<file path="config.mk">
export PLATFORM = sky130hd
export DESIGN_NAME = sau_mult
export DESIGN_NICKNAME = d
export VERILOG_FILES = /design/src/rtl/sau_pkg.sv /design/src/rtl/sau_mult.sv
export SDC_FILE = /design/constraint.sdc
export NUM_CORES = 2
export LEC_CHECK = 0
export ABC_AREA = 1
export BUFFER_PORTS_ARGS = -buffer_cell sky130_fd_sc_hd__buf_2
export CORE_MARGIN = 2
export CORE_UTILIZATION = 60
export DETAILED_ROUTE_END_ITERATION = 12
export HOLD_SLACK_MARGIN = 0.05
export MAX_ROUTING_LAYER = met4
export PLACE_DENSITY = 0.83
export SLEW_MARGIN = 15
export SYNTH_ARGS = -nofsm -noshare
export SYNTH_HDL_FRONTEND = slang
export SYNTH_SLANG_ARGS = --single-unit
</file>
<file path="constraint.sdc">
create_clock -name clk -period 8.7 [get_ports clk]
set_clock_uncertainty 0.1 [all_clocks]
set_input_delay 0 -clock clk [delete_from_list [all_inputs] [get_ports clk]]
set_output_delay 0 -clock clk [all_outputs]
set_load 0.005 [all_outputs]
</file>
<file path="src/rtl/sau_pkg.sv">
// ---------------------------------------------------------------------------
// sau_pkg: shared types and constants
// Widths, fixed-point constants, register indexes and sequencer states.
// ---------------------------------------------------------------------------
`default_nettype none

package sau_pkg;

	localparam int ELEMENTS = 4096;
	localparam int ADDR_W   = $clog2(ELEMENTS);
	localparam int CFG_IDX_W = 3;

	localparam logic [16:0] ONE_Q16 = 17'h10000;

	localparam logic [CFG_IDX_W-1:0] CFG_LEARNING_RATE = 3'd0;
	localparam logic [CFG_IDX_W-1:0] CFG_BETA_ONE      = 3'd1;
	localparam logic [CFG_IDX_W-1:0] CFG_BETA_TWO      = 3'd2;
	localparam logic [CFG_IDX_W-1:0] CFG_EPSILON       = 3'd3;
	localparam logic [CFG_IDX_W-1:0] CFG_MAXIMIZE      = 3'd4;

	typedef logic signed [32:0] mul_op_t;
	typedef logic signed [65:0] mul_prod_t;

	typedef enum logic [4:0] {
		S_CLR, S_IDLE,
		S_BP1, S_BP2, S_BP3, S_BP4, S_BP5, S_BP6, S_BP7,
		S_M1, S_M2, S_M3, S_M4, S_M5, S_M6, S_M7,
		S_SQ, S_DV, S_D1, S_D2
	} state_t;

endpackage

`default_nettype wire

</file>
<file path="src/rtl/sau_mult.sv">
// ---------------------------------------------------------------------------
// sau_mult: shared registered multiplier
// Signed 33 x 33 multiply with the product registered.
// ---------------------------------------------------------------------------
`default_nettype none

module sau_mult (
	input  wire              clk,
	input  sau_pkg::mul_op_t a,
	input  sau_pkg::mul_op_t b,
	output sau_pkg::mul_prod_t prod
);
	import sau_pkg::*;

	mul_prod_t prod_q;

	// register the product
	always_ff @(posedge clk) begin
		prod_q <= a * b;
	end

	assign prod = prod_q;

endmodule

`default_nettype wire

</file>
== Yosys cells after proc, flatten, opt, wreduce, memory -nomap -nowiden ==
Cells that the tools add are included.

* Bits in registers: 66
* Word-level logic and storage cells: 2

* Multiply operators: 1

{| class="wikitable"
|+ Operators with widths
! kind !! count
|-
| 33-bit by 33-bit multiplier with 66-bit output || 1
|}

== Depth between registers and ports, before layout ==
* Depth in word-level cells: 1
* Mapped depth: 34
* Gate-level depth less buffers: 32

== Worst setup path after synthesis ==
Ideal clock, no wire load.

* Kind: input port to flip-flop
* Start point: in a[32]
* End point: reg prod_q[60] (netlist: prod[60])
* Stages on the path: 23
* Arrival time: 6.643 ns
* Path buffers: 2
* Setup slack: 1.844 ns
* Path through: clkbuf_1 -> clkbuf_1 -> nand2_1 -> inv_1 -> fa_1 -> fa_1 -> fa_1 -> fa_1 -> inv_1 -> fa_1 -> fa_1 -> fa_1 -> fa_1 -> inv_1 -> ha_1 -> nand2_1 -> nor2_1 -> inv_1 -> nor3_1 -> nand2_1 -> and2_0 -> nand4_1 -> nand2_1

* Longest elaborated chain between the ends: 1

{| class="wikitable"
|+ RTL lines
! item !! line !! text
|-
| start: declaration || sau_mult.sv:9 || <nowiki>input sau_pkg::mul_op_t a,</nowiki>
|-
| 33-bit by 33-bit multiplier with 66-bit output || sau_mult.sv:19 || <nowiki>prod_q <= a * b;</nowiki>
|-
| end signal: assignment || sau_mult.sv:19 ||
|-
| end: declaration || sau_mult.sv:15 || <nowiki>mul_prod_t prod_q;</nowiki>
|}

Every way passes these cells.

== Worst setup path after layout ==
* Start point: in b[0]
* End point: reg prod_q[57] (netlist: prod[57])

* Longest elaborated chain between the ends: 1

{| class="wikitable"
|+ RTL lines
! item !! line !! text
|-
| start: declaration || sau_mult.sv:10 || <nowiki>input sau_pkg::mul_op_t b,</nowiki>
|-
| 33-bit by 33-bit multiplier with 66-bit output || sau_mult.sv:19 ||
|}

Every way passes these cells.

==> flow_metrics.env <==
export IMPL_netlist_area_um2=43200
export IMPL_max_freq_ghz=0.133
export IMPL_cp_arrival_ns=7.66
export IMPL_crit_fanout=33
export IMPL_setup_slack_ns=1.19
export IMPL_syn2layout_area_growth_pct=3.07
export IMPL_synth_cells=5543
export IMPL_synthTopCellsByArea="fa_1 53%, inv_1 16%, nand2_1 13%"
export IMPL_holdWs_ns=0.0774
export IMPL_dp_hpwl_um=96400
export IMPL_htree_levels=3
export IMPL_die_area_um2=74100
export IMPL_gp_congestion=0.993
export IMPL_postCtsResizedCells=0
export IMPL_grt_start_max_net_pins=34
export IMPL_yosysSeqAreaShare=0.0306
export IMPL_drtIter0Drc=2915
export IMPL_vias=33600
export IMPL_synth_top_area_share=0.531
export IMPL_route_detailed_drc=0
export IMPL_drtAntennaViolNets=0
export IMPL_crit_path_start_kind="primary input"
export IMPL_critPathKind="in -> reg"
export IMPL_io_buffers=132
export IMPL_max_slew_margin=0.265
export IMPL_tightest_slew_ns=1.10
export IMPL_grt_pass1_vias=37700
export IMPL_grt_util_all_layers=0.344
export IMPL_finalCriticalPeriod_ns=7.51
export IMPL_yosysTopAreaCell="fa_1"
export IMPL_synth_seq_cells=66
export IMPL_boundaryPins=133
export IMPL_final_setup_viol_count=0
export IMPL_grt_setup_unrepaired="false"
export IMPL_end_kind="flop"
export IMPL_first_pass_iters=5
export IMPL_drt_wl_total_um=116000
export IMPL_largest_reg_flops=66
export IMPL_cts_path_max_buffers=2
export IMPL_via_per_inst=5.25
export IMPL_drive_gt1_frac=0.0406
export IMPL_post_route_period_util=0.863
export IMPL_antenna_found_initial=9
export IMPL_status="completed"
export IMPL_syn_area_per_cell_um2=7.79
export IMPL_fp_dieH_um=272
export IMPL_drv_slew=0
export IMPL_ys_types=35
export IMPL_hold_viol=0
export IMPL_start_util=0.605
export IMPL_rows=98
export IMPL_postCtsSetupRepairBufs=0
export IMPL_final_cell_mix="1,893 x inv_1, 1,517 x nand2_1, 1,145 x fa_1"
export IMPL_yosysWarnings=0
export IMPL_clkTransAtPathRegs_ns=0.08
export IMPL_synth_fp_nets=6972
export IMPL_nets=6864
export IMPL_cts_tree="done"
export IMPL_grt_first_pass_wirelength_um=193000
export IMPL_hold_buffers=0
export IMPL_core_area_um2=71400
export IMPL_min_path_type="in -> reg"
export IMPL_cts_buffers=9
export IMPL_place_ws_ns=0.850
export IMPL_die_w_um=272
export IMPL_setup_tns_ns=0
export IMPL_clockRootBuffer="clkbuf_16"
export IMPL_wl_per_cell_um=18.1
export IMPL_layout_commonest_cell="inv_1"
export IMPL_required_ns=8.85
export IMPL_cts_num_sinks=66
export IMPL_grt_ovfl_total=0
export IMPL_maxCapViolCount=0
-- cell usage after synthesis --
| master | instances |
|---|---|
| a21boi_0 | 1 |
| a21o_1 | 2 |
| a21oi_1 | 61 |
| a21oi_2 | 4 |
| and2_0 | 1 |
| and2_1 | 2 |
| buf_1 | 1 |
| clkbuf_1 | 262 |
| dfxtp_1 | 66 |
| fa_1 | 1145 |
| ha_1 | 217 |
| inv_1 | 1894 |
| inv_2 | 1 |
| nand2_1 | 1517 |
| nand2_2 | 17 |
| nand3_1 | 70 |
| nand3_2 | 8 |
| nand3b_1 | 3 |
| nand4_1 | 19 |
| nor2_1 | 131 |
| nor2_2 | 20 |
| nor2_4 | 3 |
| nor3_1 | 7 |
| nor3_2 | 1 |
| nor4_1 | 4 |
| nor4_2 | 1 |
| o21a_1 | 1 |
| o21ai_0 | 19 |
| o21ai_1 | 3 |
| o21ai_2 | 1 |
| o21bai_1 | 14 |
| or2_1 | 1 |
| or2_2 | 5 |
| xnor2_1 | 4 |
| xor2_1 | 37 |
-- final timing paths --
check	start	endpoint	cells after the start
worst max-delay path	b[0]	prod[57]	21
worst min-delay path	b[0]	prod[0]	3
-- metal layers --
layer	track usage	share of wire	up-vias
met3	0.0661	0.094	483
met2	0.573	0.49	1753
met5	-	0	-
met1	0.404	0.35	16600
met4	0.160	0.058	0
li1	-	-	14800
-- final cells by class --
cell class,instances,area (um^2)
fill,5985,26900
inverter,1895,7110
timing repair buffer,144,751
sequential,66,1320
multi-input combinational,3319,33800
clock inverter,7,125
clock buffer,9,225
antenna,9,22.5
tap,950,1190
-- cell families after synthesis --
logic type,Yosys count,share of synthesized area
AOI/OAI and AO/OA,106,0.0138
xor gates and xnor gates,41,0.00832
adders and majority gates,1362,0.594
buffers and inverters,2158,0.188
DFF,66,0.0306
and+or+nand+nor,1810,0.166
-- metrics by stage --
stage | util | std cells | instance area [um^2]
after floorplan | - | 5543 | 43200
after global placement | 0.618 | 6374 | 44100
after detailed placement | 0.618 | 6374 | 44100
after CTS | 0.623 | 6390 | 44500
after global routing | 0.624 | 6399 | 44500
final | 0.624 | 6399 | 44500
-- critical path: stages --
cell	delay, ns
buf_2	0.50
nand2_1	0.20
inv_1	0.17
fa_1	0.51
fa_1	0.63
fa_1	0.69
fa_1	1.26
fa_1	0.59
fa_1	0.50
fa_1	0.49
inv_1	0.05
fa_1	0.47
inv_1	0.04
ha_1	0.41
nand2_1	0.15
nor2_1	0.22
nand3_1	0.18
nor2_1	0.19
o21ai_0	0.17
nand4_1	0.13
nand2_1	0.06
Power is not shown: default switching activity piles up to over one toggle a cycle in this logic, so the estimate is an artifact.
