File: config.mk
export PLATFORM = sky130hd
export DESIGN_NAME = sau_sqrt
export DESIGN_NICKNAME = d
export VERILOG_FILES = /design/src/rtl/sau_pkg.sv /design/src/rtl/sau_sqrt.sv
export SDC_FILE = /design/constraint.sdc
export NUM_CORES = 1
export LEC_CHECK = 0
export ABC_AREA = 1
export BUFFER_PORTS_ARGS = -buffer_cell sky130_fd_sc_hd__buf_2
export CAP_MARGIN = 20
export CORE_MARGIN = 1
export CORE_UTILIZATION = 47
export DETAILED_ROUTE_END_ITERATION = 8
export PLACE_DENSITY = 0.69
export SYNTH_ARGS = -nofsm -noshare
export SYNTH_HDL_FRONTEND = slang
export SYNTH_SLANG_ARGS = --single-unit
File: constraint.sdc
create_clock -name clk -period 3.4 [get_ports clk]
set_input_delay 0 -clock clk [delete_from_list [all_inputs] [get_ports clk]]
set_output_delay 0 -clock clk [all_outputs]
set_load 0.05 [all_outputs]
File: src/rtl/sau_pkg.sv
// ---------------------------------------------------------------------------
// sau_pkg: shared types and constants
// Widths, fixed-point constants, register indexes and sequencer states.
// ---------------------------------------------------------------------------
`default_nettype none

package sau_pkg;

	localparam int ELEMENTS = 4096;
	localparam int ADDR_W   = $clog2(ELEMENTS);
	localparam int CFG_IDX_W = 3;

	localparam logic [16:0] ONE_Q16 = 17'h10000;

	localparam logic [CFG_IDX_W-1:0] CFG_LEARNING_RATE = 3'd0;
	localparam logic [CFG_IDX_W-1:0] CFG_BETA_ONE      = 3'd1;
	localparam logic [CFG_IDX_W-1:0] CFG_BETA_TWO      = 3'd2;
	localparam logic [CFG_IDX_W-1:0] CFG_EPSILON       = 3'd3;
	localparam logic [CFG_IDX_W-1:0] CFG_MAXIMIZE      = 3'd4;

	typedef logic signed [32:0] mul_op_t;
	typedef logic signed [65:0] mul_prod_t;

	typedef enum logic [4:0] {
		S_CLR, S_IDLE,
		S_BP1, S_BP2, S_BP3, S_BP4, S_BP5, S_BP6, S_BP7,
		S_M1, S_M2, S_M3, S_M4, S_M5, S_M6, S_M7,
		S_SQ, S_DV, S_D1, S_D2
	} state_t;

endpackage

`default_nettype wire

File: src/rtl/sau_sqrt.sv
// ---------------------------------------------------------------------------
// sau_sqrt: iterative integer square root
// Floor square root of a 64-bit value, one root bit per cycle.
// ---------------------------------------------------------------------------
`default_nettype none

module sau_sqrt (
	input  wire        clk,
	input  wire        arst_n,
	input  wire        start,
	input  wire [63:0] radicand,
	output logic       done,
	output logic [31:0] root
);
	import sau_pkg::*;

	logic [63:0] rad_q;
	logic [34:0] rem_q;
	logic [31:0] root_q;
	logic [5:0]  cnt_q;
	logic        busy_q;
	logic        done_q;
	logic [34:0] cat;
	logic [34:0] trial;
	logic [35:0] diff;

	assign cat   = {rem_q[32:0], rad_q[63:62]};
	assign trial = {1'b0, root_q, 2'b01};
	assign diff  = {1'b0, cat} - {1'b0, trial};

	// control
	always_ff @(posedge clk or negedge arst_n) begin
		if (!arst_n) begin
			busy_q <= 1'b0;
			done_q <= 1'b0;
			cnt_q  <= '0;
		end else begin
			done_q <= 1'b0;
			if (start) begin
				busy_q <= 1'b1;
				cnt_q  <= 6'd32;
			end else if (busy_q) begin
				cnt_q <= cnt_q - 6'd1;
				if (cnt_q == 6'd1) begin
					busy_q <= 1'b0;
					done_q <= 1'b1;
				end
			end
		end
	end

	// take two radicand bits, decide one root bit
	always_ff @(posedge clk) begin
		if (start) begin
			rad_q  <= radicand;
			rem_q  <= '0;
			root_q <= '0;
		end else if (busy_q) begin
			rad_q <= {rad_q[61:0], 2'b00};
			if (!diff[35]) begin
				rem_q  <= diff[34:0];
				root_q <= {root_q[30:0], 1'b1};
			end else begin
				rem_q  <= cat;
				root_q <= {root_q[30:0], 1'b0};
			end
		end
	end

	assign done = done_q;
	assign root = root_q;

endmodule

`default_nettype wire

### Yosys cells after proc, flatten, opt, wreduce, memory -nomap -nowiden

Cells that the tools add are included.
W data, S select, Z words.

* input port bits: 67
* register bits after elaboration: 137

* equality and inequality tests: 1
* $add $sub $neg: 2
* reduce and logical (&&, ||, !) cells: 1
* muxes and demuxes: 12

Operator list (number)
* $mux W64: 2
* $sub A35 B34 Y36: 1
* $mux W33: 1
* $mux W6: 2
* $mux W1: 7
* $eq A6 B1 Y1 const B: 1
* $sub A6 B1 Y6 const B: 1
* $reduce_bool A2 Y1: 1

### Longest topological paths before layout

Gate-level depths: netlist of the first run.

* depth after elaboration: 4
* mapped depth: 17
* mapped depth without buffers: 16

### Worst setup path after synthesis of the first run

Ideal clock, no wire load.

* path kind: register -> register
* start: reg busy_q
* end: reg rad_q[0] (enable)
* data arrival time: 2480 ps
* library setup time: 454 ps
* setup slack: 466 ps
* stages on the path, launching flop included: 4
* clock period less this slack: 2934 ps
* path buffers: 1
* required time: 2946 ps
* path through: dfrtp_1 > nor2_1 > inv_1 > clkbuf_1

* word-level cells in the longest chain between the ends: 1

RTL lines
* from (decl): line sau_sqrt.sv:21 `logic busy_q;`
* from (signal assigned): line sau_sqrt.sv:34 `busy_q <= 1'b0;`
* from (signal assigned): line sau_sqrt.sv:40 `busy_q <= 1'b1;`
* from (signal assigned): line sau_sqrt.sv:45 `busy_q <= 1'b0;`
* $reduce_bool A2 Y1 (no source line)
* to (signal assigned): line sau_sqrt.sv:55 `rad_q <= radicand;`
* to (signal assigned): line sau_sqrt.sv:59 `rad_q <= {rad_q[61:0], 2'b00};`
* to (decl): line sau_sqrt.sv:17 `logic [63:0] rad_q;`

Every way passes these cells.
A chain may end at the register's enable or synchronous reset.

### Worst setup path after layout of the first run

* start: reg root_q[16] (netlist: root[16])
* end: reg rem_q[26]

* word-level cells in the longest chain between the ends: 2

RTL lines
* from (decl): line sau_sqrt.sv:19 `logic [31:0] root_q;`
* from (signal assigned): line sau_sqrt.sv:62 `root_q <= {root_q[30:0], 1'b1};`
* from (signal assigned): line sau_sqrt.sv:65 `root_q <= {root_q[30:0], 1'b0};`
* $sub A35 B34 Y36: line sau_sqrt.sv:29 `assign diff = {1'b0, cat} - {1'b0, trial};`
* $mux W33: line sau_sqrt.sv:60 `if (!diff[35]) begin`
* to (signal assigned): line sau_sqrt.sv:61 `rem_q <= diff[34:0];`
* to (signal assigned): line sau_sqrt.sv:64 `rem_q <= cat;`
* to (decl): line sau_sqrt.sv:18 `logic [34:0] rem_q;`

Every way passes these cells.

==> results of run 1 <==
final cells by class:
type,count,area (um2)
Inverter,173,651
Timing Repair Buffer,173,1230
Fill cell,1534,6660
Sequential cell,137,3420
Multi-Input combinational cell,811,3870
Tap cell,220,275
Clock buffer,17,425
Clock inverter,15,160
tightest hold or removal path, stage by stage:
cell and delay, ns:
dlygate4sd3_1 0.52, buf_2 0.09, nand2_1 0.04, inv_1 0.04
flip-flops by register name, summed over array words and instances, names as in the netlist:
| signal | cells |
|---|---|
| rad_q | 64 |
| busy_q | 1 |
| rem_q | 33 |
| root | 32 |
| done | 1 |
| cnt_q | 6 |
cell families after synthesis:
logic type / Yosys count / share of synthesized area, %
and+or+nand+nor: 695 / 35.8
buffers and inverters: 207 / 9.98
DFF: 137 / 42.3
AOI/OAI and AO/OA: 66 / 4.93
adders and majority gates: 35 / 5.41
xor gates and xnor gates: 15 / 1.62
synth_stat cells (2+ instances only):
library cell | instances | area share (%)
buf_4 | 3 | 0.28
nand3_1 | 76 | 4.7
o21ai_0 | 7 | 0.43
a21oi_2 | 2 | 0.22
edfxtp_1 | 64 | 24
dfxtp_1 | 65 | 16
nand4_1 | 23 | 1.8
dfrtp_1 | 8 | 2.5
o21bai_1 | 3 | 0.28
nand3b_1 | 6 | 0.56
a21oi_1 | 16 | 0.99
nor3_1 | 4 | 0.25
nand2_1 | 504 | 23
clkbuf_1 | 24 | 1.1
nor2_1 | 60 | 2.8
inv_1 | 161 | 7.5
xor2_1 | 10 | 1.1
buf_1 | 4 | 0.19
nand3_2 | 2 | 0.25
clkinv_1 | 3 | 0.14
o21ai_1 | 4 | 0.25
inv_2 | 9 | 0.42
nand2_2 | 12 | 0.93
ha_1 | 35 | 5.4
o22ai_1 | 32 | 2.5
xnor2_1 | 5 | 0.54
power groups by stage:
stage          combinational [W]  clock (W)  sequential (W)
2_1_floorplan            0.00328          0         0.00219
3_3_place_gp             0.00418          0         0.00219
3_5_place_dp             0.00421          0         0.00219
4_1_cts                  0.00430    0.00188         0.00216
5_1_grt                  0.00494    0.00194         0.00219
6_report                 0.00434    0.00185         0.00216
routing by layer:
| metal | vias up | global-route usage, % |
|---|---|---|
| met5 | - | 0 |
| met4 | 0 | 9.41 |
| met2 | 224 | 44.2 |
| met3 | 29 | 4.91 |
| met1 | 3446 | 30.8 |
| li1 | 3954 | - |
worst max path at each step:
stage / startpoint / to / slack [ns]
4_1_cts: root[3] / rem_q[26] / 0.88
5_1_grt: root[14] / rem_q[10] / 0.65
3_5_place_dp: root[0] / rem_q[17] / 0.91
3_3_place_gp: root[0] / rem_q[25] / 0.95
6_report: root[16] / rem_q[26] / 0.90
2_1_floorplan: busy_q / rad_q[0] / 0.47
metrics by stage:
step	util (%)	hold WS, ns	cells
6_report	60.1	0.371	1546
3_5_place_dp	52.6	-0.144	1447
4_1_cts	60.1	0.351	1546
5_1_grt	60.1	0.374	1546
3_3_place_gp	52.6	-0.144	1447
2_1_floorplan	-	-0.296	1155
what timing repair did:
action,CTS,global route
endpoints found under the hold margin,73,0
buffers inserted,0,0
hold buffers,67,0
==> impl_metrics.py, run 1 <==
metrics = {
    "status": {
        "outcome": "finished clean",
    },
    "clock_tree": {
        "tritoncts": "built",
        "clock_sinks": 137,
        "path_clk_slew_ns": 0.07,
        "numCtsBuffers": 17,
        "cts_max_level": 4,
        "insertion_delay_ns": 0.42,
        "root_buffer": "clkbuf_16",
        "cts-resized-gates": 0,
        "clk_path_buf_depth": 2,
    },
    "critical_path": {
        "cpMostUsedCell": "nand2_1",
        "reg2reg_depth": 13,
        "r2r_end": "rem_q[26]",
        "worstSetupPathType": "reg -> reg",
        "slowest_delay_ns": 0.39,
        "cp.depth": 13,
        "worstPathCellList": "inv_1, ha_1, nand2_1, inv_2, nand2_1, nand2_1, a21oi_2, nand3_2, nand2_4, nand2_8, nor2_8, nand2_1, nand3_1",
        "r2r_slack_ns": 0.90,
        "required_ns": 3.76,
        "crit_path_end_kind": "flip-flop",
        "crit_fanout": 34,
        "crit_buf_inv": 2,
        "start_kind": "flip-flop",
        "cp_slowest_cell": "nor2_8",
        "cp.arrival_ns": 2.87,
        "reg2reg_from": "root[16]",
        "crit_family": "simple AND/OR/NAND/NOR gates",
    },
    "routing": {
        "dr.pass1.iters": 5,
        "wl_met1_um": 9400,
        "wl_um": 21400,
        "vias": 7653,
        "wl_met3_um": 1080,
        "top_layer_used": "met4",
        "drcViolationCount": 0,
        "wl_met2_um": 10500,
        "ant_nets": 0,
        "wire_per_inst_um": 13.8,
        "drtIter0Drc": 579,
        "via_per_inst": 4.95,
    },
    "die": {
        "die_w_um": 133,
        "ios": 100,
        "coreArea_um2": 16700,
        "rows": 47,
        "start_util_pct": 48.5,
        "fp.dieH_um": 133,
        "die_area_um2": 17800,
    },
    "worst_hold_path": {
        "min_from": "radicand[0]",
        "hold_depth": 4,
        "hold_end": "rad_q[0]",
        "min_path_type": "in -> reg",
    },
    "grt": {
        "track_usage_pct": 25.3,
        "grt_pass1_vias": 7528,
        "antenna_found_initial": 0,
        "overflow": 0,
        "grt_pass1_wl_um": 35600,
        "grt_max_degree": 71,
    },
    "timing": {
        "tightestPinTransition_ns": 0.866,
        "rsz0062_at_grt": "no",
        "setup_ws_ns": 0.895,
        "timing.final.setup_violations": 0,
        "fin_worst_skew_ns": 0.0111,
        "tns_ns": 0,
        "post-route-min-period_ns": 2.50,
        "post-route-period-util_pct": 73.7,
        "slew-limit-headroom_pct": 42.3,
        "max_clock_freq_mhz": 399,
        "finalHoldViolCount": 0,
        "slew_viol_final": 0,
    },
    "layout": {
        "fin_nets": 1415,
        "final_common_cell": "nand2_1",
        "syn2layout_area_growth_pct": 23.9,
        "final_cell_mix": "nand2_1, inv_1, buf_2",
        "n_antenna_cell": 0,
        "layout-drive-gt1-share_pct": 13.0,
        "fin_area_um2": 10000,
    },
    "pwr": {
        "power_frac_clock_pct": 22.2,
        "ir_worst_vdd_mv": 0.669,
        "power.density_nw_per_um2": 832,
        "p_total_w": 0.00835,
        "swShare_pct": 46.3,
        "p_leak_nw": 5.27,
        "p_int_w": 0.00448,
        "combPwrFrac_pct": 52.0,
        "p_sw_w": 0.00386,
        "seq_power_share_pct": 25.9,
    },
    "synth": {
        "synth_area_um2": 8100,
        "ys.flop_type": "dfxtp_1",
        "yosysWarnings": 0,
        "ys_seq_area_share_pct": 42.3,
        "async_reset_ff_share_pct": 5.84,
        "ys_types": 39,
        "syn_area_per_cell_um2": 7.01,
        "syn-instance-count": 1155,
        "syn_nets": 1257,
        "synth-seq-cells": 137,
        "synth_edf_count": 64,
    },
    "job": {
        "maxCapViolCount": 0,
    },
    "placed_design": {
        "place_area_um2": 8780,
        "gp_congestion": 0.946,
        "dp_slack_ns": 0.912,
        "dp_hpwl_um": 14400,
        "portBuffers": 99,
    },
}
Note: power is estimated with default switching activity, not from simulation.
==> run 2, diff against run 1 <==
Clock period 3.4 ns to 2.6 ns, I/O delays scaled along.
==> run 2 against run 1 <==
- critical path depth fell by 1
- design area increased by 0.24%
- power is 30% higher
- sequential share of layout area down 0.081 points
- clock power grew 25%
- fmax rose by 7.3%
- cell count increased by 0.32%
- global-route usage increased by 0.21 points
- first-iteration DRC count decreased by 27%
- clock skew increased by 0.0057 ns
- combinational power up 32%
- largest power group unchanged
==> impl_metrics.py, run 2 (synthesized netlist as in run 1, its figures left out) <==
metrics = {
    "timing": {
        "setup_ws_ns": 0.265,
        "hold_ws_ns": 0.0133,
        "slew_viol_final": 0,
        "post-route-min-period_ns": 2.34,
        "tns_ns": 0,
        "rsz0062_at_grt": "no",
        "post-route-period-util_pct": 89.8,
        "slew-limit-headroom_pct": 55.0,
        "max_clock_freq_mhz": 428,
        "timing.final.setup_violations": 0,
        "tightestPinTransition_ns": 0.671,
        "finalHoldViolCount": 0,
        "fin_worst_skew_ns": 0.0167,
    },
    "clock_tree": {
        "cts_max_level": 4,
        "root_buffer": "clkbuf_16",
        "path_clk_slew_ns": 0.06,
        "cts-resized-gates": 0,
        "tritoncts": "built",
        "insertion_delay_ns": 0.43,
        "clk_path_buf_depth": 2,
        "clock_sinks": 137,
        "numCtsBuffers": 17,
    },
    "critical_path": {
        "crit_path_end_kind": "flip-flop",
        "crit_fanout": 18,
        "reg2reg_from": "root[18]",
        "reg2reg_depth": 12,
        "worstSetupPathType": "reg -> reg",
        "r2r_end": "rem_q[22]",
        "cp.arrival_ns": 2.65,
        "r2r_slack_ns": 0.26,
        "start_kind": "flip-flop",
        "required_ns": 2.92,
    },
    "routing": {
        "drcViolationCount": 0,
        "ant_nets": 0,
        "wire_per_inst_um": 14.0,
        "via_per_inst": 4.97,
        "dr.pass1.iters": 5,
        "drtIter0Drc": 423,
        "vias": 7710,
        "wl_um": 21800,
    },
    "pwr": {
        "p_leak_nw": 5.29,
        "ir_worst_vdd_mv": 0.758,
        "power.density_nw_per_um2": 1080,
    },
    "layout": {
        "fillers": 1556,
        "syn2layout_area_growth_pct": 24.2,
        "largest_reg_flops": 64,
        "final_cell_mix": "nand2_1, inv_1, buf_2",
        "final_common_cell": "nand2_1",
        "n_antenna_cell": 0,
        "fin_nets": 1421,
        "fin_cells": 1551,
        "layout-drive-gt1-share_pct": 13.3,
        "largest_register": "rad_q",
    },
    "grt": {
        "grt_pass1_vias": 7628,
        "antenna_found_initial": 0,
        "track_usage_pct": 25.5,
        "overflow": 0,
        "grt_max_degree": 60,
        "grt_pass1_wl_um": 36000,
    },
    "worst_hold_path": {
        "min_path_type": "in -> reg",
        "min_from": "start",
        "hold_end": "rad_q[41]",
        "hold_depth": 3,
    },
    "placed_design": {
        "portBuffers": 99,
        "gp_congestion": 0.919,
        "placedCellCount": 1454,
        "dp_hpwl_um": 15100,
        "dp_slack_ns": 0.312,
    },
    "job": {
        "maxCapViolCount": 0,
    },
    "die": {
        "die_area_um2": 17800,
        "fp.dieH_um": 133,
        "start_util_pct": 48.5,
        "ios": 100,
        "die_w_um": 133,
        "coreArea_um2": 16700,
        "rows": 47,
    },
    "status": {
        "outcome": "finished clean",
    },
}
## run 2: layer usage
metal | wire, um | share of wire [%] | track usage [%] | vias up
li1 | - | - | - | 3963
met1 | 9610 | 44 | 30.9 | 3504
met2 | 10600 | 49 | 44.9 | 202
met3 | 983 | 4.5 | 4.57 | 41
met4 | 539 | 2.5 | 9.85 | 0
met5 | 0 | 0 | 0 | -
## run 2: worst max-delay path, cell delays in order (launching register included)
cell and delay [ns]:
dfxtp_1 0.33, inv_1 0.08, ha_1 0.38, nand2_1 0.14, nor2_1 0.22, nand2_1 0.17, nor3_4 0.17, nand2_4 0.09
nand2_8 0.15, buf_4 0.29, nand2_1 0.08, nand3_1 0.07, nand2_1 0.05
## run 2: final cells by class
cell class	instances	area, um2	share of cell area (%)
Clock buffer	19	433	4.30
Multi-Input combinational cell	811	3870	38.5
Tap cell	220	275	2.74
Sequential cell	137	3420	34.0
Timing Repair Buffer	179	1290	12.8
Inverter	173	651	6.47
Clock inverter	12	121	1.21
## run 2: worst max path at each step
stage,start,to
after floorplan,root[20],rem_q[14]
after global placement,root[16],rem_q[22]
after detailed placement,root[18],rem_q[22]
after CTS,root[18],rem_q[22]
after global routing,root[9],rem_q[22]
final,root[18],rem_q[22]
## run 2: power by group
group	internal, W	switching [W]
Sequential	0.00262	0.000213
Clock	0.00132	0.000987
Combinational	0.00192	0.00383
## run 2: per-stage QoR
| step | util, % | instance area (um2) | total power (W) |
|---|---|---|---|
| floorplan | - | 8100 | 0.00716 |
| CTS | 60.2 | 10100 | 0.0108 |
| global route | 60.2 | 10100 | 0.0118 |
| global placement | 53.0 | 8850 | 0.00842 |
| finish | 60.2 | 10100 | 0.0109 |
| detailed placement | 53.0 | 8850 | 0.00846 |
## run 2: timing repair
action,in CTS,in global routing
hold buffers,66,0
setup buffers,0,0
endpoints found under the hold margin,72,0
==> run 3, diff against run 2 <==
Settings changed: SETUP_SLACK_MARGIN set to 0.3.
Clock period 2.6 ns to 2.7 ns, I/O delays scaled along.
==> run 3 against run 2 <==
- via count is essentially flat
- power grew 1.0%
- combinational power is essentially flat
- sequential power shrank 3%
- critical endpoint is now rem_q[20]
- largest power group unchanged
==> impl_metrics.py, run 3 (synthesized netlist as in run 1, its figures left out) <==
metrics = {
    "placed_design": {
        "placedCellCount": 1451,
        "place_area_um2": 8820,
        "gp_congestion": 0.959,
        "dp_hpwl_um": 14800,
        "portBuffers": 99,
    },
    "grt": {
        "grt_pass1_wl_um": 35800,
        "use_met3_pct": 4.22,
        "overflow": 0,
        "met1_usage_pct": 31.9,
        "antenna_found_initial": 0,
        "grt_pass1_vias": 7353,
        "grt_max_degree": 60,
        "track_usage_pct": 25.5,
        "gr-max-usage-layer": "met2",
        "use_met2_pct": 44.0,
    },
    "routing": {
        "ant_nets": 0,
        "wl_um": 21900,
        "via_per_inst": 4.95,
        "dr.pass1.iters": 5,
        "drcViolationCount": 0,
        "vias": 7706,
        "drtIter0Drc": 519,
        "wire_per_inst_um": 14.1,
    },
    "die": {
        "die_w_um": 133,
        "start_util_pct": 48.5,
        "die_area_um2": 17800,
        "coreArea_um2": 16700,
        "fp.dieH_um": 133,
        "ios": 100,
        "rows": 47,
    },
    "critical_path": {
        "cp.arrival_ns": 2.54,
        "start_kind": "flip-flop",
        "required_ns": 3.02,
        "crit_path_end_kind": "flip-flop",
        "crit_fanout": 16,
        "worstSetupPathType": "reg -> reg",
    },
    "pwr": {
        "p_leak_nw": 5.36,
        "power.density_nw_per_um2": 1080,
        "ir_worst_vdd_mv": 0.557,
        "p_total_w": 0.0110,
    },
    "layout": {
        "n_antenna_cell": 0,
        "final_common_cell": "nand2_1",
        "layout-drive-gt1-share_pct": 14.3,
        "largest_register": "rad_q",
        "final_cell_mix": "nand2_1, inv_1, buf_2",
        "syn2layout_area_growth_pct": 26.3,
        "largest_reg_flops": 64,
        "fin_cells": 1556,
        "fin_area_um2": 10200,
        "fin_nets": 1425,
    },
    "clock_tree": {
        "clock_sinks": 137,
        "tritoncts": "built",
        "path_clk_slew_ns": 0.07,
        "numCtsBuffers": 17,
        "insertion_delay_ns": 0.42,
        "cts_max_level": 4,
        "clk_path_buf_depth": 2,
        "root_buffer": "clkbuf_16",
    },
    "job": {
        "maxCapViolCount": 0,
    },
    "timing": {
        "slew-limit-headroom_pct": 53.2,
        "max_clock_freq_mhz": 452,
        "post-route-period-util_pct": 82.0,
        "finalHoldViolCount": 0,
        "post-route-min-period_ns": 2.21,
        "tns_ns": 0,
        "rsz0062_at_grt": "no",
        "slew_viol_final": 0,
        "tightestPinTransition_ns": 0.701,
        "fin_worst_skew_ns": 0.0105,
        "timing.final.setup_violations": 0,
    },
    "status": {
        "outcome": "finished clean",
    },
    "worst_hold_path": {
        "min_path_type": "in -> reg",
    },
}
run 3: area by class of cell:
cell class	instances	area [um2]
fill	1515	6480
multi-input combinational	812	3910
sequential	137	3420
timing repair buffer	182	1330
inverter	173	651
clock buffer	17	425
tap	220	275
clock inverter	15	205
run 3: timing repair:
item | CTS | global route
hold buffers | 67 | 0
resized for setup | 0 | 12
pin swaps | 1 | 1
setup endpoints to repair | 12 | 25
endpoints found under the hold margin | 73 | 0
gates cloned | 0 | 1
buffers inserted | 2 | 3
run 3: routing by layer:
metal,wire length [um],up-vias
met5,0,-
li1,-,3976
met4,419,0
met2,10800,213
met1,9630,3488
met3,1080,29
run 3: worst max-delay path, cell delays in order (launching register included):
cell and delay, ns:
dfxtp_1 0.33, inv_1 0.07, ha_1 0.37, nand2_1 0.09, nand2_1 0.06, nand2_1 0.06
nand2_1 0.13, a21oi_4 0.20, nand3_2 0.15, nand2_4 0.15, buf_6 0.20, nand3b_1 0.14
nand3_1 0.11, nand2_1 0.06
run 3: metrics by stage:
step | hold slack, ns | utilization (%) | worst slack (ns)
final | 0.366 | 61.2 | 0.485
after CTS | 0.347 | 60.8 | 0.344
after floorplan | -0.296 | - | 0.374
after global placement | -0.151 | 52.8 | 0.302
after detailed placement | -0.150 | 52.8 | 0.269
after global routing | 0.368 | 61.2 | 0.324
run 3: path summary, 6_finish.rpt:
kind | start | depth (start not counted) | slack (ns) | endpoint
setup reg to reg | root[14] | 13 | 0.49 | rem_q[20]
min in group asynchronous | arst_n | 3 | 0.57 | cnt_q[4]
max in group asynchronous | arst_n | 3 | 1.85 | cnt_q[0]
hold reg to reg | rem_q[7] | 2 | 0.48 | rem_q[7]
hold / removal | radicand[0] | 4 | 0.37 | rad_q[0]
setup / recovery | root[14] | 13 | 0.49 | rem_q[20]
run 3: report_power, final:
part	internal, W	leakage, nW	total (W)	switching [W]
Combinational	0.00198	3.72	0.00575	0.00377
Clock	0.00149	0.309	0.00252	0.00103
Sequential	0.00252	1.33	0.00274	0.000217
