`config.mk`:
```
export PLATFORM = sky130hd
export DESIGN_NAME = sau_divider
export DESIGN_NICKNAME = d
export VERILOG_FILES = /design/src/rtl/sau_pkg.sv /design/src/rtl/sau_divider.sv
export SDC_FILE = /design/constraint.sdc
export NUM_CORES = 1
export LEC_CHECK = 0
export BUFFER_PORTS_ARGS = -buffer_cell sky130_fd_sc_hd__buf_2
export CAP_MARGIN = 20
export CELL_PAD_IN_SITES_DETAIL_PLACEMENT = 0
export CELL_PAD_IN_SITES_GLOBAL_PLACEMENT = 1
export CORE_MARGIN = 5
export CORE_UTILIZATION = 45
export CTS_BUF_LIST = sky130_fd_sc_hd__clkbuf_2
export DETAILED_ROUTE_END_ITERATION = 7
export GPL_TIMING_DRIVEN = 0
export PLACE_DENSITY_LB_ADDON = 0.2
export SYNTH_ARGS = -nofsm -noshare
export SYNTH_HDL_FRONTEND = slang
export SYNTH_SLANG_ARGS = --single-unit
```
`constraint.sdc`:
```
create_clock -name clk -period 4.1 [get_ports clk]
set_input_delay 0.82 -clock clk [delete_from_list [all_inputs] [get_ports clk]]
set_output_delay 0.82 -clock clk [all_outputs]
set_load 0.03 [all_outputs]
```
`src/rtl/sau_pkg.sv`:
```
// ---------------------------------------------------------------------------
// sau_pkg: shared types and constants
// Widths, fixed-point constants, register indexes and sequencer states.
// ---------------------------------------------------------------------------
`default_nettype none

package sau_pkg;

	localparam int ELEMENTS = 4096;
	localparam int ADDR_W   = $clog2(ELEMENTS);
	localparam int CFG_IDX_W = 3;

	localparam logic [16:0] ONE_Q16 = 17'h10000;

	localparam logic [CFG_IDX_W-1:0] CFG_LEARNING_RATE = 3'd0;
	localparam logic [CFG_IDX_W-1:0] CFG_BETA_ONE      = 3'd1;
	localparam logic [CFG_IDX_W-1:0] CFG_BETA_TWO      = 3'd2;
	localparam logic [CFG_IDX_W-1:0] CFG_EPSILON       = 3'd3;
	localparam logic [CFG_IDX_W-1:0] CFG_MAXIMIZE      = 3'd4;

	typedef logic signed [32:0] mul_op_t;
	typedef logic signed [65:0] mul_prod_t;

	typedef enum logic [4:0] {
		S_CLR, S_IDLE,
		S_BP1, S_BP2, S_BP3, S_BP4, S_BP5, S_BP6, S_BP7,
		S_M1, S_M2, S_M3, S_M4, S_M5, S_M6, S_M7,
		S_SQ, S_DV, S_D1, S_D2
	} state_t;

endpackage

`default_nettype wire

```
`src/rtl/sau_divider.sv`:
```
// ---------------------------------------------------------------------------
// sau_divider: iterative unsigned divider
// Restoring division of 64 by 64 bits, one quotient bit per cycle.
// ---------------------------------------------------------------------------
`default_nettype none

module sau_divider (
	input  wire        clk,
	input  wire        arst_n,
	input  wire        start,
	input  wire [63:0] dividend,
	input  wire [63:0] divisor,
	output logic       busy,
	output logic       done,
	output logic [63:0] quotient
);
	import sau_pkg::*;

	logic [63:0] rem_q;
	logic [63:0] quo_q;
	logic [63:0] dvs_q;
	logic [6:0]  cnt_q;
	logic        busy_q;
	logic        done_q;
	logic [64:0] trial;
	logic [64:0] diff;

	assign trial = {rem_q, quo_q[63]};
	assign diff  = trial - {1'b0, dvs_q};

	// control
	always_ff @(posedge clk or negedge arst_n) begin
		if (!arst_n) begin
			busy_q <= 1'b0;
			done_q <= 1'b0;
			cnt_q  <= '0;
		end else begin
			done_q <= 1'b0;
			if (start) begin
				busy_q <= 1'b1;
				cnt_q  <= 7'd64;
			end else if (busy_q) begin
				cnt_q <= cnt_q - 7'd1;
				if (cnt_q == 7'd1) begin
					busy_q <= 1'b0;
					done_q <= 1'b1;
				end
			end
		end
	end

	// shift and subtract one bit a cycle
	always_ff @(posedge clk) begin
		if (start) begin
			rem_q <= '0;
			quo_q <= dividend;
			dvs_q <= divisor;
		end else if (busy_q) begin
			if (!diff[64]) begin
				rem_q <= diff[63:0];
				quo_q <= {quo_q[62:0], 1'b1};
			end else begin
				rem_q <= trial[63:0];
				quo_q <= {quo_q[62:0], 1'b0};
			end
		end
	end

	assign busy     = busy_q;
	assign done     = done_q;
	assign quotient = quo_q;

endmodule

`default_nettype wire

```
# --- After elaboration in Yosys (flattened, before gate mapping) ---
# Cells that the tools add are included.
totals:
  reg_bits: 201
  in_bits: 131
classes:
  add_sub_neg: 2
  eq_ne: 1
  muxes: 12
  reduce_logical: 1
ops:
  columns: ["op", "count"]
  rows:
  - ["two-way mux 64 bit", 3]
  - ["subtractor 65 x 64 -> 65 bit", 1]
  - ["two-way mux 7 bit", 2]
  - ["equality test 7 x 1 -> 1 bit (second input constant)", 1]
  - ["two-way mux 1 bit", 7]
  - ["subtractor 7 x 1 -> 7 bit (second input constant)", 1]
  - ["nonzero test 2 bit", 1]

# --- Logic depth before layout (Yosys ltp) ---
# Gate-level depths: netlist (run 1).
logic_depth:
  ltp_word: 4
  mapped_depth: 16
  depth_no_buf: 14

# --- Worst setup path after synthesis (run 1) ---
# No wires, ideal clock.
synth_path:
  kind: "reg-to-reg"
  start: "register quo_q[63], in the netlist quotient[63]"
  end: "register rem_q[3]"
  t_arrival_ns: 3.254
  setup_slack_ns: 0.758
  stages_incl_launch_ff: 15
  n_path_buf: 0
  period_less_slack_ns: 3.342
  path_cell_list: "edfxtp_1 inv_1 ha_1 fa_1 nand2b_1 a21oi_1 o221ai_1 nand3_1 o311ai_1 a21o_4 a21oi_4 a31oi_4 xnor2_2 or3_1 a311oi_2"
synth_via:
  elab_chain_cells: 2
synth_lines:
  columns: ["element", "line", "rtl"]
  rows:
  - ["start: declaration", "sau_divider.sv:20", "logic [63:0] quo_q;"]
  - ["start signal: assignment", "sau_divider.sv:56", "quo_q <= dividend;"]
  - ["start signal: assignment", "sau_divider.sv:61", "quo_q <= {quo_q[62:0], 1'b1};"]
  - ["start signal: assignment", "sau_divider.sv:64", "quo_q <= {quo_q[62:0], 1'b0};"]
  - ["subtractor 65 x 64 -> 65 bit", "sau_divider.sv:29", "assign diff = trial - {1'b0, dvs_q};"]
  - ["two-way mux 64 bit", "sau_divider.sv:59", "if (!diff[64]) begin"]
  - ["end signal: assignment", "sau_divider.sv:60", "rem_q <= diff[63:0];"]
  - ["end signal: assignment", "sau_divider.sv:63", "rem_q <= trial[63:0];"]
  - ["end: declaration", "sau_divider.sv:19", "logic [63:0] rem_q;"]
# Every way passes these cells.
# A chain may end at the register's enable or synchronous reset.

# --- Final worst setup path (run 1) ---
layout_path:
  start: "register quo_q[63], in the netlist quotient[63]"
  end: "register rem_q[42]"
# The elaborated chain is that of the path after synthesis.

==> reports/metrics.cfg, run 1 <==
[run_status]
status=finished clean

[synthesis]
yosys.area.top_type=edfxtp_1
synth.area.top_cells=edfxtp_1, dfxtp_1, ha_1
ys_ff_latch=201
yosysWarnings=0
syn-num-nets=1428
synth_area_mm2=0.0120
synth_edf_count=128
syn_inst=1230
seq_area_frac_synth_pct=44.8
synthArstFlopShare_pct=4.48
synthFlopType=edfxtp_1
yosysUniqueCellTypes=77
syn_area_per_cell_um2=9.72
synth_top_area_share_pct=32.2

[worst_setup_path]
crit_chain=inv_1 > ha_1 > fa_1 > nand2b_1 > a21oi_2 > o221ai_1 > nand3_1 > o311ai_2 > a21o_4 > a21oi_4 > a31oi_4 > xnor2_4 > buf_4 > o2111ai_1 > a311oi_1
path_max_fanout=10
timing.setup.critical_path_class=reg2reg
cp_slowest_cell=fa_1
worstSetupPathDepth=15
cpPeakStageDelay_ns=0.38
cp.required_ns=4.83
path_buf_inv=2
worstSetupStartpointType=flop
critPathTopFamily=compound AO/OA/AOI/OAI gates
reg2reg_depth=15
end_kind=flop
worst_ep_arrival_time_ns=4.62

[timing]
fin_worst_skew_ns=0.0761
setup_tns_ns=0
finalHoldWorstSlack_ns=0.107
layout_min_cycle_time_ns=3.89
fin_ws_ns=0.207
rsz0062_at_grt=no
drv_slew=0
period_share_pct=94.9
fmaxAchievable_mhz=257
tightest_slew_ns=0.872
max-slew-margin-rel_pct=41.9
final-hold-violation-count=0
setup_viol=0

[drt]
vias=10100
routed_via_density=5.43
drc=0
antenna_left=0
wirelength_um=33600
first_pass_iters=5
avgRoutedWirePerCell_um=18.1
drtIter0Drc=490

[min_path]
min_path_type=in2reg
whs_path_depth=1

[cells_and_area]
final_net_count=1681
fin_area_mm2=0.0139
multi_input_area_mm2=0.00597
seqCellArea_mm2=0.00535
drive_gt1_share_pct=25.9
fillers=2525
syn_to_final_growth_pct=16.2

[floorplanning]
die_w_um=173
design.core.area_mm2=0.0261
initial_core_util_pct=45.7
dieArea_mm2=0.0299
ios=197
rows=59
die_h_um=173

[clocking]
tritoncts=yes
path_clk_slew_ns=0.10
postCtsSetupRepairBufs=0
clock_latency_ns=0.89
cts_made_buffers=54
clock_path_buffers=3
clock-root-buffer=clkbuf_2
h-tree-depth=2
cts.sinks=201

[grt]
grt_pass1_wl_um=53400
grt_usage_pct=21.7
grt_remaining_overflow=0
grt_max_degree=66
grt_pass1_vias=10300
antenna_found_initial=3

[placed_design]
dp_hpwl_um=25300
gp_congestion=0.881
portBuffers=196
placed_area_mm2=0.0134
place_ws_ns=0.0907

[power_and_ir_drop]
power.total_uw=6980
p_leak_uw=0.00615
p_per_area_mw_per_mm2=503
vdd_drop_max_v=0.000278

[flow_run]
drv_cap=0

worst reg2reg max path, stage by stage (launching register included):
cell and delay, ns:
edfxtp_1 0.35, inv_1 0.06, ha_1 0.22, fa_1 0.38, nand2b_1 0.20, a21oi_2 0.22
o221ai_1 0.20, nand3_1 0.21, o311ai_2 0.15, a21o_4 0.28, a21oi_4 0.26, a31oi_4 0.21
xnor2_4 0.27, buf_4 0.26, o2111ai_1 0.17, a311oi_1 0.32
per-stage QoR:
step           util, %  std cells
2_1_floorplan        -       1230
3_3_place_gp      51.1       1761
3_5_place_dp      51.1       1761
4_1_cts           53.1       1860
5_1_grt           53.1       1861
6_report          53.1       1861
placed cells by master, fill, tap and decap left out, types with 3 or more instances in the layout:
master / Yosys / routed
buf_2: 16 / 211
nand2_1: 166 / 165
edfxtp_1: 128 / 128
nor2_1: 99 / 99
inv_1: 85 / 85
a21oi_1: 79 / 78
clkbuf_2: 0 / 74
ha_1: 66 / 66
dfxtp_1: 64 / 64
mux2_2: 63 / 63
a311oi_1: 50 / 50
clkbuf_1: 44 / 44
xnor2_1: 37 / 37
a21o_1: 31 / 31
o21ai_0: 30 / 30
nand3_1: 26 / 26
xor2_1: 21 / 21
nand4_1: 19 / 19
clkinv_1: 0 / 16
o21ai_1: 15 / 15
nand2b_1: 14 / 14
a211oi_1: 14 / 14
nor3_1: 11 / 11
and3_1: 9 / 9
o21a_1: 9 / 9
or3_1: 9 / 9
dfrtp_1: 9 / 9
buf_6: 7 / 8
nor2b_1: 8 / 8
o21bai_1: 7 / 7
a31oi_1: 7 / 7
o211ai_1: 6 / 6
and2_1: 6 / 6
nor4_1: 6 / 6
clkinv_2: 0 / 5
o31ai_1: 4 / 4
a41oi_1: 4 / 4
a211o_1: 3 / 3
or2_2: 3 / 3
a21boi_0: 3 / 3
sequential cells by signal, indices dropped and copies added (netlist names):
register,cells
done,1
rem_q,64
busy,1
cnt_q,7
dvs_q,64
quotient,64
cell usage after synthesis (all sizes together), types with 3 or more instances:
library cell and count:
a211o 3, a211oi 16, a21boi 4, a21o 32, a21oi 81, a221oi 3, a311oi 52, a31oi 8
a41oi 4, and2 6, and3 10, buf 25, clkbuf 44, dfrtp 9, dfxtp 64, edfxtp 128
ha 66, inv 86, mux2 63, nand2 166, nand2b 14, nand3 26, nand4 19, nor2 100
nor2b 8, nor3 12, nor4 7, o211ai 7, o21a 9, o21ai 46, o21bai 7, o31ai 4
or2 3, or3 9, xnor2 39, xor2 21
layout make-up:
type | count | share of cell area (%)
buffer | 69 | 2.47
tap | 335 | 3.02
sequential | 201 | 38.5
clock buffer | 74 | 2.67
clock inverter | 24 | 0.811
multi-input combinational | 874 | 43.0
inverter | 86 | 2.32
antenna | 1 | 0.0180
timing repair buffer | 197 | 7.15
worst paths after layout:
path | startpoint | endpoint | slack, ns
setup reg to reg | quotient[63] | rem_q[42] | 0.21
hold / removal | divisor[8] | dvs_q[8] | 0.11
max in group asynchronous | arst_n | cnt_q[5] | 3.55
hold reg to reg | rem_q[3] | rem_q[4] | 0.47
min in group asynchronous | arst_n | cnt_q[1] | 0.35
setup / recovery | quotient[63] | rem_q[42] | 0.21
cells by family after synthesis:
group           Yosys count  share of synthesized area, %
fa+ha+maj                67                          7.08
simple gates            388                          14.7
xor+xnor                 60                          4.52
mux                      65                          6.10
compound gates          294                          17.3
flops                   201                          44.8
buf+inv                 155                          5.54
routing by layer:
layer  GRT usage (%)  up-vias  share of wire, %
li1                -     4996                 -
met1            27.2     4739                43
met2            37.3      314                48
met3            5.85       61               7.2
met4            5.49        4               2.0
met5               0        -             0.042
report_power, final:
part	switching, µW	leakage (µW)	internal [µW]
sequential	230	0.00194	2510
combinational	1720	0.00385	1110
clock	901	0.000363	510
total	2860	0.00615	4120
repair_timing:
item,CTS,global route
setup endpoints to repair,1,40
hold buffers,1,0
hold endpoints to repair,9,0
resized for setup,1,4
No activity file was read; power rests on OpenSTA's default activity.
==> run 2: changes to the inputs <==
--- a/config.mk
+++ b/config.mk
@@ -5,12 +5,12 @@
 export SDC_FILE = /design/constraint.sdc
 export NUM_CORES = 1
 export LEC_CHECK = 0
+export ABC_AREA = 1
 export BUFFER_PORTS_ARGS = -buffer_cell sky130_fd_sc_hd__buf_2
-export CAP_MARGIN = 20
 export CELL_PAD_IN_SITES_DETAIL_PLACEMENT = 0
 export CELL_PAD_IN_SITES_GLOBAL_PLACEMENT = 1
 export CORE_MARGIN = 5
-export CORE_UTILIZATION = 45
+export CORE_UTILIZATION = 42
 export CTS_BUF_LIST = sky130_fd_sc_hd__clkbuf_2
 export DETAILED_ROUTE_END_ITERATION = 7
 export GPL_TIMING_DRIVEN = 0
==> reports/metrics.cfg, run 2 <==
[run_status]
status=finished clean  ; unchanged

[worst_setup_path]
cpPeakStageDelay_ns=0.41  ; was 0.38 ns
path_max_fanout=10  ; unchanged
worst_ep_arrival_time_ns=4.08  ; was 4.62 ns
cp.required_ns=4.92  ; was 4.83 ns
cp_slowest_cell=fa_1  ; unchanged
path_common_cell=nand2_1
crit_chain=inv_1 > ha_1 > fa_1 > inv_1 > nand2_1 > nand2_1 > nand3_1 > nand2_2 > nand2_1 > nand2_2 > nand2_1 > nand2_2 > nand2_4 > nand2_4 > nand2_4 > nand2_2 > buf_6 > buf_6 > nand2_1 > nand3_1 > nand2_1  ; was inv_1 > ha_1 > fa_1 > nand2b_1 > a21oi_2 > o221ai_1 > nand3_1 > o311ai_2 > a21o_4 > a21oi_4 > a31oi_4 > xnor2_4 > buf_4 > o2111ai_1 > a311oi_1
worstSetupStartpointType=flop  ; unchanged
reg2reg_from=quotient[63]  ; unchanged
end_kind=flop  ; unchanged
reg2reg_slack_ns=0.83  ; was 0.21 ns
rr_endpoint=rem_q[35]  ; was rem_q[42]
timing.setup.critical_path_class=reg2reg  ; unchanged
crit_start=quotient[63]  ; unchanged
reg2reg_depth=21  ; was 15
crit_end=rem_q[35]  ; was rem_q[42]

[power_and_ir_drop]
p_leak_uw=0.0102  ; was 0.00615 µW
vdd_drop_max_v=0.000180  ; was 0.000278 V
p_per_area_mw_per_mm2=266  ; was 503 mW/mm²

[synthesis]
yosysMostFrequentCell=nand2_1  ; unchanged
synth.area.top_cells=nand2_1, edfxtp_1, inv_1  ; was edfxtp_1, dfxtp_1, ha_1
ys_ff_latch=201  ; unchanged
synth_common_cells=nand2_1, inv_1, nand3_1, edfxtp_1, nor2_1  ; was nand2_1, edfxtp_1, nor2_1, inv_1, a21oi_1
synthArstFlopShare_pct=4.48  ; unchanged
synth_edf_count=128  ; unchanged
yosys.area.top_type=nand2_1  ; was edfxtp_1
synthSimpleGateAreaFrac_pct=38.4  ; was 14.7%
syn-num-nets=2479  ; was 1428
synth_area_mm2=0.0146  ; was 0.0120 mm²
synth_top_area_share_pct=26.6  ; was 32.2%
synth_mux_area_share_pct=0  ; was 6.10%
syn_inst=2281  ; was 1230
synth_xor_area_share_pct=1.86  ; was 4.52%
seq_area_frac_synth_pct=36.7  ; was 44.8%
yosysUniqueCellTypes=35  ; was 77
synth_top_family_by_area=simple AND/OR/NAND/NOR gates  ; was compound AO/OA/AOI/OAI gates
yosysWarnings=0  ; unchanged
syn_area_per_cell_um2=6.39  ; was 9.72 µm²
synthFlopType=edfxtp_1  ; unchanged
synth_compound_area_share_pct=2.53  ; was 17.3%
synthAdderAreaFrac_pct=5.81  ; was 7.08%

[timing]
rsz0062_at_grt=no  ; unchanged
period_share_pct=79.7  ; was 94.9%
layout_min_cycle_time_ns=3.27  ; was 3.89 ns
final-hold-violation-count=0  ; unchanged
max-slew-margin-rel_pct=39.2  ; was 41.9%
finalHoldWorstSlack_ns=0.120  ; was 0.107 ns
fmaxAchievable_mhz=306  ; was 257 MHz
tightest_slew_ns=0.912  ; was 0.872 ns
fin_worst_skew_ns=0.109  ; was 0.0761 ns
drv_slew=0  ; unchanged
setup_viol=0  ; unchanged

[drt]
routed_via_density=4.55  ; was 5.43
drc=0  ; unchanged
wirelength_um=47000  ; was 33600 µm
antenna_left=0  ; unchanged
vias=14300  ; was 10100
drtIter0Drc=840  ; was 490
first_pass_iters=5  ; unchanged
avgRoutedWirePerCell_um=14.9  ; was 18.1 µm

[floorplanning]
initial_core_util_pct=42.4  ; was 45.7%
design.core.area_mm2=0.0344  ; was 0.0261 mm²
ios=197  ; unchanged
rows=68  ; was 59
die_h_um=196  ; was 173 µm
dieArea_mm2=0.0385  ; was 0.0299 mm²
die_w_um=196  ; was 173 µm

[grt]
grt_max_degree=70  ; was 66
grt_pass1_vias=14000  ; was 10300
grt_pass1_wl_um=73900  ; was 53400 µm
grt_usage_pct=24.2  ; was 21.7%
antenna_found_initial=1  ; was 3
grt_remaining_overflow=0  ; unchanged

[placed_design]
dp_cells=2934  ; was 1761
gp_congestion=0.940  ; was 0.881
dp_hpwl_um=37100  ; was 25300 µm
portBuffers=196  ; unchanged
placed_area_mm2=0.0162  ; was 0.0134 mm²

[clocking]
cts_resized=0  ; was 1
cts_hold_buf=109  ; was 1
clock_path_buffers=3  ; unchanged
clock-root-buffer=clkbuf_2  ; unchanged
cts.sinks=201  ; unchanged
tritoncts=yes  ; unchanged
clock_latency_ns=1.00  ; was 0.89 ns
path_clk_slew_ns=0.10  ; about the same
cts_made_buffers=54  ; unchanged
postCtsSetupRepairBufs=0  ; unchanged
h-tree-depth=2  ; unchanged

[flow_run]
drv_cap=0  ; unchanged

[cells_and_area]
fin_area_mm2=0.0178  ; was 0.0139 mm²
final_cell_mix=nand2_1, inv_1, buf_2  ; was buf_2, nand2_1, edfxtp_1
fin_cells=3147  ; was 1861
syn_to_final_growth_pct=22.0  ; was 16.2%
drive_gt1_share_pct=13.3  ; was 25.9%
layout.cells.most_common=nand2_1  ; was buf_2
fillers=3677  ; was 2525
final_net_count=2842  ; was 1681
fin_util_pct=51.7  ; was 53.1%

[min_path]
min_path_type=in2reg  ; unchanged

[run 2: cell types whose count changed in the layout (fill, tap and decap cells not counted), moves of 15 or more]
cell,previous run,this run
mux2_2,63,0
xor2_1,21,5
dlygate4sd3_1,1,109
a21oi_1,78,50
nand3_1,26,132
inv_1,85,491
nand2_1,165,1034
a21o_1,31,0
clkbuf_1,44,27
nand2_2,0,42
a311oi_1,50,0
o21ai_1,15,0
[run 2: cells by family (layout without fill, tap and decap cells)]
family	after synthesis	after routing
other	0	2
DFF	201	201
adders and majority gates	67	67
xor gates and xnor gates	31	31
buffers and inverters	537	946
and+or+nand+nor	1373	1373
AOI/OAI and AO/OA	72	72
[run 2: how the worst min path moves through the flow]
| stage | depth (start not counted) | slack [ns] | end | startpoint |
|---|---|---|---|---|
| 4_1_cts | 3 | 0.0005 | quotient[37] | dividend[37] |
| 6_report | 3 | 0.12 | quotient[15] | dividend[15] |
| 3_5_place_dp | 2 | 0.46 | rem_q[31] | rem_q[31] |
| 5_1_grt | 3 | 0.02 | quotient[15] | dividend[15] |
| 2_1_floorplan | 2 | 0.45 | rem_q[0] | rem_q[0] |
| 3_3_place_gp | 2 | 0.46 | rem_q[31] | rem_q[31] |
[run 2: worst max-delay path, delay by kind of cell, from the launching register on]
kind,cells,cell delay (ns)
DFF,1,0.39
and+or+nand+nor,15,1.41
buffers and inverters,4,0.62
adders and majority gates,2,0.66
[run 2: cell type report]
| cell class | instances | area, µm² | area share (%) |
|---|---|---|---|
| Multi-Input combinational cell | 1543 | 7080 | 39.9 |
| Timing Repair Buffer | 307 | 2120 | 11.9 |
| Buffer | 41 | 270 | 1.52 |
| Antenna cell | 2 | 5.00 | 0.0282 |
| Sequential cell | 201 | 5350 | 30.1 |
| Tap cell | 455 | 569 | 3.20 |
| Clock buffer | 81 | 405 | 2.28 |
| Inverter | 496 | 1860 | 10.5 |
| Clock inverter | 21 | 96.3 | 0.542 |
[run 2: where the power goes]
| group | switching (µW) | internal (µW) | total [µW] |
|---|---|---|---|
| clock | 918 | 544 | 1460 |
| sequential | 64.2 | 2300 | 2370 |
| combinational | 571 | 317 | 888 |
| total | 1550 | 3160 | 4720 |
[run 2: layer usage]
metal	share of wire, %	GRT usage [%]	routed length (µm)	vias up
met5	0	0	0	-
met4	2.7	7.76	1260	0
met3	6.3	4.74	2970	68
met2	45	39.6	21200	398
met1	46	32.3	21500	6265
li1	-	-	-	7584
[run 2: through the flow]
stage	setup TNS [ns]	worst slack [ns]	power, µW
3_5_place_dp	0	0.841	3220
6_report	0	0.832	4720
2_1_floorplan	0	1.32	2920
3_3_place_gp	-71.23	-1.09	3200
4_1_cts	0	0.833	4800
5_1_grt	0	0.584	5020
==> run 3: changes to the inputs <==
--- a/config.mk
+++ b/config.mk
@@ -5,12 +5,12 @@
 export SDC_FILE = /design/constraint.sdc
 export NUM_CORES = 1
 export LEC_CHECK = 0
-export ABC_AREA = 1
+export ABC_AREA = 0
 export BUFFER_PORTS_ARGS = -buffer_cell sky130_fd_sc_hd__buf_2
 export CELL_PAD_IN_SITES_DETAIL_PLACEMENT = 0
 export CELL_PAD_IN_SITES_GLOBAL_PLACEMENT = 1
 export CORE_MARGIN = 5
-export CORE_UTILIZATION = 42
+export CORE_UTILIZATION = 45
 export CTS_BUF_LIST = sky130_fd_sc_hd__clkbuf_2
 export DETAILED_ROUTE_END_ITERATION = 7
 export GPL_TIMING_DRIVEN = 0
==> constraint.sdc (replaced) <==
create_clock -name clk -period 3.25 [get_ports clk]
set_input_delay 0.65 -clock clk [delete_from_list [all_inputs] [get_ports clk]]
set_output_delay 0.65 -clock clk [all_outputs]
set_load 0.03 [all_outputs]
==> reports/metrics.cfg, run 3 (same netlist as run 1, synthesis figures left out) <==
[grt]
grt_pass1_wl_um=55900  ; was 73900 µm
antenna_found_initial=1  ; unchanged
grt_pass1_vias=10800  ; was 14000
grt_max_degree=66  ; was 70
grt_usage_pct=22.6  ; was 24.2%
grt_remaining_overflow=0  ; unchanged

[min_path]
min_path_type=in2reg  ; unchanged

[timing]
setup_viol=65  ; was 0
layout_min_cycle_time_ns=3.50  ; was 3.27 ns
tightest_slew_ns=0.883  ; was 0.912 ns
fmaxAchievable_mhz=286  ; was 306 MHz
rsz0062_at_grt=yes  ; was no
fin_worst_skew_ns=0.0415  ; was 0.109 ns
setup_tns_ns=-11.63  ; was 0 ns
final-hold-violation-count=0  ; unchanged
period_share_pct=108  ; was 79.7%
max-slew-margin-rel_pct=41.1  ; was 39.2%
fin_ws_ns=-0.245  ; was 0.832 ns
drv_slew=0  ; unchanged

[worst_setup_path]
end_kind=flop  ; unchanged
path_max_fanout=9  ; was 10
worst_ep_arrival_time_ns=4.18  ; was 4.08 ns
worstSetupStartpointType=flop  ; unchanged
cp.required_ns=3.94  ; was 4.92 ns
timing.setup.critical_path_class=reg2reg  ; unchanged

[run_status]
violations=negative setup slack
status=complete, but fails checks  ; was finished clean

[flow_run]
drv_cap=0  ; unchanged

[drt]
routed_via_density=5.41  ; was 4.55
wirelength_um=35500  ; was 47000 µm
avgRoutedWirePerCell_um=18.1  ; was 14.9 µm
vias=10600  ; was 14300
drtIter0Drc=547  ; was 840
drc=0  ; unchanged
first_pass_iters=5  ; unchanged
antenna_left=0  ; unchanged

[placed_design]
place_ws_ns=-0.749  ; was 0.841 ns
portBuffers=196  ; unchanged
dp_hpwl_um=24700  ; was 37100 µm
gp_congestion=0.881  ; was 0.940
dp_cells=1761  ; was 2934

[cells_and_area]
fin_cells=1961  ; was 3147
layout.cells.most_common=buf_2  ; was nand2_1
drive_gt1_share_pct=33.5  ; was 13.3%
fillers=2329  ; was 3677
final_cell_mix=buf_2, nand2_1, edfxtp_1  ; was nand2_1, inv_1, buf_2
final_net_count=1777  ; was 2842
syn_to_final_growth_pct=32.3  ; was 22.0%

[clocking]
clock_path_buffers=3  ; unchanged
tritoncts=yes  ; unchanged
h-tree-depth=2  ; unchanged
path_clk_slew_ns=0.12  ; was 0.10 ns
clock-root-buffer=clkbuf_2  ; unchanged
cts_made_buffers=54  ; unchanged
clock_latency_ns=0.81  ; was 1.00 ns
cts.sinks=201  ; unchanged

[power_and_ir_drop]
p_leak_uw=0.00694  ; was 0.0102 µW
p_per_area_mw_per_mm2=629  ; was 266 mW/mm²
vdd_drop_max_v=0.000360  ; was 0.000180 V

[floorplanning]
ios=197  ; unchanged
dieArea_mm2=0.0299  ; was 0.0385 mm²
die_w_um=173  ; was 196 µm
initial_core_util_pct=45.7  ; was 42.4%
design.core.area_mm2=0.0261  ; was 0.0344 mm²
die_h_um=173  ; was 196 µm
rows=59  ; was 68

## run 3: cell types whose count changed in the layout (fill, tap and decap cells not counted), sizes merged, moves of 21 or more
cell,delta
a21o,+32
a21oi,+30
a311oi,+52
buf,+40
clkbuf,+21
dlygate4sd3,-44
inv,-411
mux2,+63
nand2,-913
nand3,-107
o21ai,+27
## run 3: path summary, 6_finish.rpt
kind / from / to / slack, ns / cells past startpoint
min in group asynchronous: arst_n / cnt_q[2] / 0.26 / 2
setup reg to reg: quotient[63] / rem_q[30] / -0.25 / 17
setup / recovery: quotient[63] / rem_q[30] / -0.25 / 17
hold reg to reg: rem_q[30] / rem_q[31] / 0.50 / 2
hold / removal: dividend[54] / quotient[54] / 0.13 / 2
max in group asynchronous: arst_n / cnt_q[5] / 2.78 / 2
## run 3: metrics by stage
stage / util, % / power (µW) / cell area (µm²) / hold WS, ns
5_1_grt: 60.5 / 10600 / 15800 / 0.00263
2_1_floorplan: - / 6100 / 12000 / 0.354
3_5_place_dp: 51.2 / 7040 / 13400 / 0.490
4_1_cts: 58.2 / 9510 / 15200 / 0.0447
6_report: 60.5 / 9940 / 15800 / 0.131
3_3_place_gp: 51.1 / 7020 / 13400 / 0.486
## run 3: where the power goes
| part | internal [µW] | switching (µW) | leakage (µW) |
|---|---|---|---|
| clock | 700 | 1130 | 0.000395 |
| sequential | 3160 | 342 | 0.00194 |
| combinational | 2080 | 2530 | 0.00460 |
| total | 5950 | 4000 | 0.00694 |
## run 3: what timing repair did
action / 4_1_cts / 5_1_grt
pin swaps: 28 / 35
setup buffers: 23 / 6
hold endpoints to repair: 73 / 0
endpoints found under the setup margin: 65 / 65
cloned: 6 / 4
hold buffers: 65 / 0
resized for setup: 84 / 104
## run 3: critical path, stage by stage (launching register included)
cell	delay, ns
edfxtp_1	0.39
inv_2	0.09
ha_4	0.17
fa_2	0.34
nand2b_4	0.16
a21oi_4	0.14
o221ai_2	0.13
nand3_2	0.13
o311ai_4	0.14
a21o_4	0.26
a21oi_4	0.23
a31oi_4	0.13
buf_12	0.16
xnor2_4	0.23
buf_12	0.21
clkbuf_16	0.17
nand2_1	0.06
a311oi_1	0.23
## run 3: layer usage
| layer | wire, µm | vias to the layer above | track usage, % |
|---|---|---|---|
| li1 | - | 5207 | - |
| met1 | 15700 | 4995 | 29.5 |
| met2 | 16300 | 355 | 36.8 |
| met3 | 2590 | 55 | 6.07 |
| met4 | 850 | 0 | 7.08 |
| met5 | 0 | - | 0 |
## run 3: cell type report
type | instances | area, µm² | area share [%]
Buffer | 64 | 454 | 2.87
Timing Repair Buffer | 298 | 2140 | 13.6
Clock buffer | 85 | 425 | 2.69
Clock inverter | 17 | 75.1 | 0.475
Tap cell | 335 | 419 | 2.65
Multi-Input combinational cell | 874 | 6610 | 41.8
Inverter | 86 | 323 | 2.04
Sequential cell | 201 | 5350 | 33.9
Antenna cell | 1 | 2.50 | 0.0158
